### src/design/mmma_pkg.sv
// ----------------------------------------------------------------------------
// mmma_pkg
// Shared types and constants for the dual channel min/max moving average.
// ----------------------------------------------------------------------------
package mmma_pkg;

	localparam int TEMP_W     = 16;
	localparam int CHARGE_W   = 14;
	localparam int WINDOW_DEF = 8;

	typedef struct packed {
		logic signed [TEMP_W-1:0] temp_sample;
		logic [CHARGE_W-1:0]      charge_sample;
	} sample_t;

	typedef struct packed {
		logic signed [TEMP_W-1:0] temp_min;
		logic signed [TEMP_W-1:0] temp_max;
		logic signed [TEMP_W-1:0] temp_avg;
		logic [CHARGE_W-1:0]      charge_min;
		logic [CHARGE_W-1:0]      charge_max;
		logic [CHARGE_W-1:0]      charge_avg;
	} stats_t;

	// pipeline control shared by both lanes
	typedef struct packed {
		logic accept;   // word taken into stage 1, state updates
		logic seed;     // first word since reset
		logic adv_s2;   // stage 1 moves into stage 2
	} mmma_ctrl_t;

endpackage

### src/design/mmma_lane.sv
// ----------------------------------------------------------------------------
// mmma_lane
// One channel: running min/max, ring store with running sum, and division
// of the sum by the window length through a reciprocal multiply.
// ----------------------------------------------------------------------------
module mmma_lane #(
	parameter int WINDOW = mmma_pkg::WINDOW_DEF,
	parameter int DW     = mmma_pkg::TEMP_W,
	parameter bit SIGNED = 1'b1
) (
	input  logic               clk,
	input  logic               arst_n,
	input  mmma_pkg::mmma_ctrl_t ctrl,
	input  logic [DW-1:0]      sample,
	output logic [DW-1:0]      min_o,
	output logic [DW-1:0]      max_o,
	output logic [DW-1:0]      avg_o
);
	import mmma_pkg::*;

	localparam int L  = $clog2(WINDOW);
	localparam int AW = L;
	localparam int SW = DW + L;
	localparam int K  = SW + L;
	localparam int PW = 2 * SW + 1;
	// ceil(2^K / WINDOW): exact quotient for every magnitude below 2^SW
	localparam logic [SW:0] MULT = (SW+1)'(((64'd1 << K) + 64'(WINDOW) - 64'd1)
		/ 64'(WINDOW));
	localparam logic [DW-1:0] FLIP = SIGNED ? (DW'(1) << (DW - 1)) : '0;

	logic [DW-1:0] mem [WINDOW];
	logic [AW-1:0] ptr_q, ptr_d;
	logic          wrap_q, wrap_d;
	logic [DW-1:0] rd_q;
	logic [DW-1:0] lo_q, hi_q;
	logic [SW-1:0] sum_q;
	logic [DW-1:0] lo_s2, hi_s2;
	logic [PW-1:0] prod_s2;
	logic          neg_s2;

	logic          ptr_last;
	logic [DW-1:0] new_lo, new_hi;
	logic [SW-1:0] ext_smp, ext_old, mag;
	logic          neg;
	logic [DW-1:0] quot;

	assign ptr_last = (ptr_q == AW'(WINDOW - 1));

	always_comb begin
		ptr_d  = ptr_q;
		wrap_d = wrap_q;
		if (ctrl.accept) begin
			ptr_d  = ptr_last ? '0 : ptr_q + AW'(1);
			wrap_d = wrap_q | ptr_last;
		end
	end

	// order compare: flip the sign bit for signed samples
	always_comb begin
		new_lo = lo_q;
		new_hi = hi_q;
		if (ctrl.seed || ((sample ^ FLIP) < (lo_q ^ FLIP)))
			new_lo = sample;
		if (ctrl.seed || ((sample ^ FLIP) > (hi_q ^ FLIP)))
			new_hi = sample;
	end

	assign ext_smp = {{L{SIGNED & sample[DW-1]}}, sample};
	assign ext_old = {{L{SIGNED & rd_q[DW-1]}}, rd_q};

	assign neg = SIGNED & sum_q[SW-1];
	assign mag = neg ? (~sum_q + SW'(1)) : sum_q;

	always_ff @(posedge clk) begin
		if (ctrl.accept)
			mem[ptr_q] <= sample;
	end

	// keep the entry at the write pointer prefetched; unwritten entries read zero
	always_ff @(posedge clk or negedge arst_n) begin
		if (!arst_n) begin
			ptr_q  <= '0;
			wrap_q <= 1'b0;
			rd_q   <= '0;
			sum_q  <= '0;
			lo_q   <= '0;
			hi_q   <= '0;
		end else begin
			ptr_q  <= ptr_d;
			wrap_q <= wrap_d;
			rd_q   <= wrap_d ? mem[ptr_d] : '0;
			if (ctrl.accept) begin
				sum_q <= sum_q - ext_old + ext_smp;
				lo_q  <= new_lo;
				hi_q  <= new_hi;
			end
		end
	end

	always_ff @(posedge clk) begin
		if (ctrl.adv_s2) begin
			prod_s2 <= PW'(mag) * PW'(MULT);
			neg_s2  <= neg;
			lo_s2   <= lo_q;
			hi_s2   <= hi_q;
		end
	end

	assign quot  = prod_s2[K +: DW];
	assign min_o = lo_s2;
	assign max_o = hi_s2;
	assign avg_o = neg_s2 ? (~quot + DW'(1)) : quot;

	a_unwritten_zero: assert property (@(posedge clk) disable iff (!arst_n)
		!wrap_q |-> rd_q == '0)
		else $error("prefetch of an unwritten ring entry is not zero");

	a_wrap_sticks: assert property (@(posedge clk) disable iff (!arst_n)
		wrap_q |=> wrap_q)
		else $error("ring fill flag cleared outside reset");

	a_min_le_max: assert property (@(posedge clk) disable iff (!arst_n)
		ctrl.accept |=> (lo_q ^ FLIP) <= (hi_q ^ FLIP))
		else $error("running minimum above running maximum");

endmodule

### src/design/mmma_merge.sv
// ----------------------------------------------------------------------------
// mmma_merge
// Output register: combines the two lanes into one stats word and holds it
// until the receiver takes it.
// ----------------------------------------------------------------------------
module mmma_merge (
	input  logic                                clk,
	input  logic                                arst_n,
	input  logic                                v_s2,
	input  logic [mmma_pkg::TEMP_W-1:0]         temp_min,
	input  logic [mmma_pkg::TEMP_W-1:0]         temp_max,
	input  logic [mmma_pkg::TEMP_W-1:0]         temp_avg,
	input  logic [mmma_pkg::CHARGE_W-1:0]       charge_min,
	input  logic [mmma_pkg::CHARGE_W-1:0]       charge_max,
	input  logic [mmma_pkg::CHARGE_W-1:0]       charge_avg,
	input  logic                                stats_ready,
	output logic                                stats_valid,
	output mmma_pkg::stats_t                    stats,
	output logic                                load_ok
);
	import mmma_pkg::*;

	logic   valid_q;
	stats_t stats_q;

	assign load_ok = !valid_q || stats_ready;

	always_ff @(posedge clk or negedge arst_n) begin
		if (!arst_n) begin
			valid_q <= 1'b0;
		end else if (load_ok) begin
			valid_q <= v_s2;
		end
	end

	always_ff @(posedge clk) begin
		if (load_ok && v_s2) begin
			stats_q.temp_min   <= temp_min;
			stats_q.temp_max   <= temp_max;
			stats_q.temp_avg   <= temp_avg;
			stats_q.charge_min <= charge_min;
			stats_q.charge_max <= charge_max;
			stats_q.charge_avg <= charge_avg;
		end
	end

	assign stats_valid = valid_q;
	assign stats       = stats_q;

endmodule

### src/design/dual_channel_min_max_moving_average.sv
// ----------------------------------------------------------------------------
// dual_channel_min_max_moving_average
// Running min/max and boxcar average for a temperature and a charge channel.
//
// A word on the sample channel carries one temperature sample (signed) and
// one state-of-charge sample. Every accepted word yields exactly one word on
// the stats channel with min, max and window average for both channels.
// Both channels use valid/ready; a word moves when valid and ready are high.
// Path: a word accepted passes the state/sum register, the reciprocal
// multiply register and the output register, and stalls can hold it.
// Throughput: one word per cycle while stats_ready does not stall, set by
// the ring read and sum update in each lane from a prefetched ring entry.
// Reset: min/max are seeded by the first word, sums are zero, and ring
// entries not yet written read as zero through a fill flag, so no clearing
// pass is needed and sample_ready is high right after reset.
// Stall: while stats_ready is low the pipeline keeps taking words into its
// empty stages; once all stages are full sample_ready drops.
// ----------------------------------------------------------------------------
module dual_channel_min_max_moving_average #(
	parameter int WINDOW = mmma_pkg::WINDOW_DEF
) (
	input  logic               clk,
	input  logic               arst_n,
	input  logic               sample_valid,
	output logic               sample_ready,
	input  mmma_pkg::sample_t  sample,
	output logic               stats_valid,
	input  logic               stats_ready,
	output mmma_pkg::stats_t   stats
);
	import mmma_pkg::*;

	logic       v_s1_q, v_s2_q, seed_q;
	logic       load_ok, ready_s2, ready_s1;
	mmma_ctrl_t ctrl;

	logic [TEMP_W-1:0]   t_min, t_max, t_avg;
	logic [CHARGE_W-1:0] c_min, c_max, c_avg;

	assign ready_s2     = !v_s2_q || load_ok;
	assign ready_s1     = !v_s1_q || ready_s2;
	assign sample_ready = ready_s1;

	assign ctrl.accept = sample_valid && ready_s1;
	assign ctrl.seed   = seed_q;
	assign ctrl.adv_s2 = v_s1_q && ready_s2;

	always_ff @(posedge clk or negedge arst_n) begin
		if (!arst_n) begin
			v_s1_q <= 1'b0;
			v_s2_q <= 1'b0;
			seed_q <= 1'b1;
		end else begin
			if (ready_s1)
				v_s1_q <= sample_valid;
			if (ready_s2)
				v_s2_q <= v_s1_q;
			if (ctrl.accept)
				seed_q <= 1'b0;
		end
	end

	mmma_lane #(
		.WINDOW (WINDOW),
		.DW     (TEMP_W),
		.SIGNED (1'b1)
	) u_temp (
		.clk    (clk),
		.arst_n (arst_n),
		.ctrl   (ctrl),
		.sample (sample.temp_sample),
		.min_o  (t_min),
		.max_o  (t_max),
		.avg_o  (t_avg)
	);

	mmma_lane #(
		.WINDOW (WINDOW),
		.DW     (CHARGE_W),
		.SIGNED (1'b0)
	) u_charge (
		.clk    (clk),
		.arst_n (arst_n),
		.ctrl   (ctrl),
		.sample (sample.charge_sample),
		.min_o  (c_min),
		.max_o  (c_max),
		.avg_o  (c_avg)
	);

	mmma_merge u_merge (
		.clk         (clk),
		.arst_n      (arst_n),
		.v_s2        (v_s2_q),
		.temp_min    (t_min),
		.temp_max    (t_max),
		.temp_avg    (t_avg),
		.charge_min  (c_min),
		.charge_max  (c_max),
		.charge_avg  (c_avg),
		.stats_ready (stats_ready),
		.stats_valid (stats_valid),
		.stats       (stats),
		.load_ok     (load_ok)
	);

	a_seed_once: assert property (@(posedge clk) disable iff (!arst_n)
		ctrl.accept |=> !seed_q)
		else $error("seed flag still set after a word was accepted");

	a_s2_held: assert property (@(posedge clk) disable iff (!arst_n)
		v_s2_q && !load_ok |=> v_s2_q)
		else $error("stage 2 word lost while output register was full");

	a_s1_held: assert property (@(posedge clk) disable iff (!arst_n)
		v_s1_q && !ready_s2 |=> v_s1_q)
		else $error("stage 1 word lost while stage 2 was blocked");

endmodule

### config.mk
export PLATFORM = sky130hd
export DESIGN_NAME = dual_channel_min_max_moving_average
export DESIGN_NICKNAME = d
export VERILOG_FILES = /design/src/design/mmma_pkg.sv /design/src/design/mmma_lane.sv /design/src/design/mmma_merge.sv /design/src/design/dual_channel_min_max_moving_average.sv
export SDC_FILE = /design/constraint.sdc
export NUM_CORES = 1
export LEC_CHECK = 0
export ABC_CLOCK_PERIOD_IN_PS = 4100
export BUFFER_PORTS_ARGS = -buffer_cell sky130_fd_sc_hd__buf_2
export CORE_ASPECT_RATIO = 1.5
export CORE_MARGIN = 5
export CORE_UTILIZATION = 61
export DETAILED_ROUTE_END_ITERATION = 10
export PLACE_DENSITY = 0.79
export SLEW_MARGIN = 20
export SYNTH_ARGS = -nofsm -noshare
export SYNTH_HDL_FRONTEND = slang
export SYNTH_HIERARCHICAL = 1
export SYNTH_SLANG_ARGS = --single-unit
### constraint.sdc
create_clock -name clk -period 4.1 [get_ports clk]
set_clock_uncertainty 0.15 [all_clocks]
set_input_delay 0.205 -clock clk [delete_from_list [all_inputs] [get_ports clk]]
set_output_delay 0.205 -clock clk [all_outputs]
set_load 0.02 [all_outputs]
==> metrics.txt <==
share of cells above drive strength 1 0.142; TritonCTS clock tree yes; grt ovf 0; Post-synth EDFFs 421; Final #Nets 2,251; most used standard cell by instance count after synthesis edfxtp_1; Clock power frac 0.207; cell taking the most area after synthesis edfxtp_1; relative slew slack 0.312; synth warn 6; IO Port Bufs 125; Fill cells between 2,000 and 3,000; Initial Util 0.613; WL/cell 21.1 um; vias in the first global route 15,900; worst vdd ir 0.000624 V; final WL around 56,000 um; Placer Congestion 0.934; setup_tns 0 ns; worst reg-to-reg setup slack 0.59 ns; Largest stage delay, worst path 0.60 ns; via count 15,300; die width 174 um; Synth cell types 71; part of the Yosys area used for sequential elements 0.657; Pwr Density 822 nW/um2; fmax around 0.28 GHz; startpoint type of the worst setup path primary input; combinational power share 0.421; Synth Net Count about 2,100; Yosys top cell area share 0.516; Reg clk slew, reported paths 0.06 ns; CP Class primary input to flip-flop; DRT antenna net count 0; Final Hold Violating Endpoints 0; delay-heaviest family, CP compound AO/OA/AOI/OAI gates; CTS Root Cell clkbuf_16; CP Data Required Time 4.41 ns; Sink Count 559; leakage power roughly 11 nW; FF-to-FF End u_temp/sum_q[18]; Async SR Flop Fraction 0.247; synthesized area per cell 13.0 um2; Crit Path Max Fanout 11; internal power 14.1 mW; Detailed Routing Iterations Pass 1 5; Inserted Clock Buffers 50; Core Region 40,000 um2; Reg power frac 0.371; CP max-delay cell o21ai_0; diode count 0; dpl hpwl 38,500 um; synth cell count leaders edfxtp_1, nand2_1, inv_1; Worst EP arrival 3.92 ns; row count 90; pre-CTS setup slack 0.579 ns; dominant cells by area after synthesis edfxtp_1, dfrtp_1, ha_1; setup ws final 0.491 ns; worst slew pin tran about 1.0 ns; class of the worst hold path primary input to async pin; first-pass GRT wire length around 86,000 um; die area 44,300 um2; 1st-iter DRT viols 1,239; Tot GR Track Use 0.248; RSZ-0062 raised after global routing no; crit path buf inv count 4; #FFs+latches synth 559; period utilisation layout 0.880; Setup-failing EPs final 0; r2r startpoint u_temp/sum_q[5]; Mapped Cells 1,890; Sw Share 0.387; maximum number of pins on one net before global-route repair 83; CTS max path bufs 3; clk_lat worst skew 0.59 ns; outcome complete, no violations; Sw Pwr 8.91 mW; final critical-path required period approximately 3.6 ns; initial antenna violation count 0; Max Cap Viol 0; Die H approximately 260 um; reg2reg path depth 11; crit-path cells dlygate4sd3_1 > buf_2 > inv_1 > fa_1 > inv_1 > ha_1 > a211oi_1 > or2_2 > o211ai_1 > o21ai_0 > o21ai_0 > xnor2_1 > mux2i_1; synthesized area 24,500 um2; Slew Viols, Final 0; Area Overhead vs Synth 14.2%; Crit. End Element flip-flop; PostCTS Resize Cnt 0; vias per cell between 5 and 6; I/O pins ~130; Pwr Total 23.0 mW; DRC 0; top_reg_cell synth edfxtp_1; CTS H-tree lvls 2
registers in the layout, indices dropped and copies added, names as in the netlist, 16 cells and up:
signal,count
u_charge/mem,112
u_temp/prod_s2,16
u_temp/sum_q,19
u_charge/mag,17
u_temp/lo_q,16
u_temp/max_o,16
u_temp/rd_q,16
u_temp/hi_q,16
u_temp/mem,128
u_merge/stats,90
u_temp/min_o,16
cell type report:
type	count	area, um2	share of cell area
sequential	559	16100	0.575
multi-input combinational	1066	7420	0.265
timing repair buffer	208	1370	0.0488
clock buffer	64	1360	0.0488
inverter	200	751	0.0268
tap	506	633	0.0226
clock inverter	30	343	0.0123
worst max-delay path by stage:
stage | from | endpoint | cells after the start
finish | sample[15] | u_temp/sum_q[17] | 13
floorplan | u_merge/stats_valid | u_charge/mem[4][0] | 8
detailed placement | sample[16] | u_temp/sum_q[18] | 12
global placement | sample[16] | u_temp/sum_q[18] | 12
CTS | sample[15] | u_temp/sum_q[17] | 13
global route | sample[15] | u_temp/sum_q[15] | 13
worst reg2reg max path: cells and delay by family (launching register included):
family / cells / cell delay (ns)
AO/OA/AOI/OAI: 5 / 1.42
XOR/XNOR: 1 / 0.16
adder cells (fa/ha/maj): 2 / 0.89
AND/OR/NAND/NOR: 1 / 0.16
buffers and inverters: 2 / 0.14
flip-flops: 1 / 0.45
cells by family after synthesis:
logic type / after synthesis / synth area share
flip-flops: 559 / 0.657
AND/OR/NAND/NOR: 561 / 0.105
adder cells (fa/ha/maj): 132 / 0.0773
multiplexers: 75 / 0.0311
XOR/XNOR: 55 / 0.0197
AO/OA/AOI/OAI: 243 / 0.0682
buffers and inverters: 265 / 0.0418
per-layer routing:
metal,part of all wire,global-route usage,wire length [um],vias to the layer above
li1,-,-,-,7065
met1,0.34,0.271,19100,7516
met2,0.54,0.463,30100,609
met3,0.051,0.0308,2840,150
met4,0.063,0.138,3490,0
met5,0,0,0,-
through the flow:
stage	instances	hold slack (ns)	utilization	area [um2]
after floorplan	1890	-0.241	-	24500
after global placement	2505	0.162	0.649	25900
after detailed placement	2505	0.170	0.649	25900
after CTS	2633	0.116	0.700	28000
after global routing	2633	0.173	0.700	28000
final	2633	0.113	0.700	28000
repair_timing:
action	CTS	global route
hold buffers	34	0
setup buffers	0	0
endpoints found under the hold margin	375	0
power by group through the flow:
| stage | clock, mW | sequential [mW] | combinational [mW] |
|---|---|---|---|
| after detailed placement | 0 | 8.65 | 9.48 |
| final | 4.77 | 8.54 | 9.69 |
| after global routing | 5.09 | 8.65 | 10.7 |
| after CTS | 4.84 | 8.54 | 9.61 |
| after floorplan | 0 | 8.51 | 6.83 |
| after global placement | 0 | 8.59 | 9.12 |
placed cells by master (no fill, tap or decap), types with 6 or more instances in the layout:
| cell type | instances |
|---|---|
| a311oi_1 | 16 |
| fa_1 | 32 |
| buf_2 | 124 |
| a31oi_1 | 21 |
| edfxtp_1 | 421 |
| dlygate4sd3_1 | 34 |
| clkinv_2 | 11 |
| nor2b_1 | 6 |
| nand2b_1 | 17 |
| a21oi_1 | 55 |
| nand4_1 | 11 |
| mux2i_1 | 63 |
| dfrtp_1 | 137 |
| o31ai_1 | 10 |
| a211oi_1 | 13 |
| o21ai_0 | 43 |
| clkbuf_1 | 8 |
| clkbuf_16 | 50 |
| clkbuf_8 | 6 |
| inv_1 | 200 |
| xor2_1 | 12 |
| buf_4 | 47 |
| ha_1 | 100 |
| mux2_2 | 8 |
| nor2_1 | 52 |
| nand3_1 | 133 |
| xnor2_1 | 43 |
| nand2_1 | 288 |
| o21a_1 | 7 |
| and3_1 | 18 |
| a21o_1 | 32 |
| o21bai_1 | 6 |
| o211ai_1 | 9 |
Note: power is estimated with default switching activity, not from simulation.
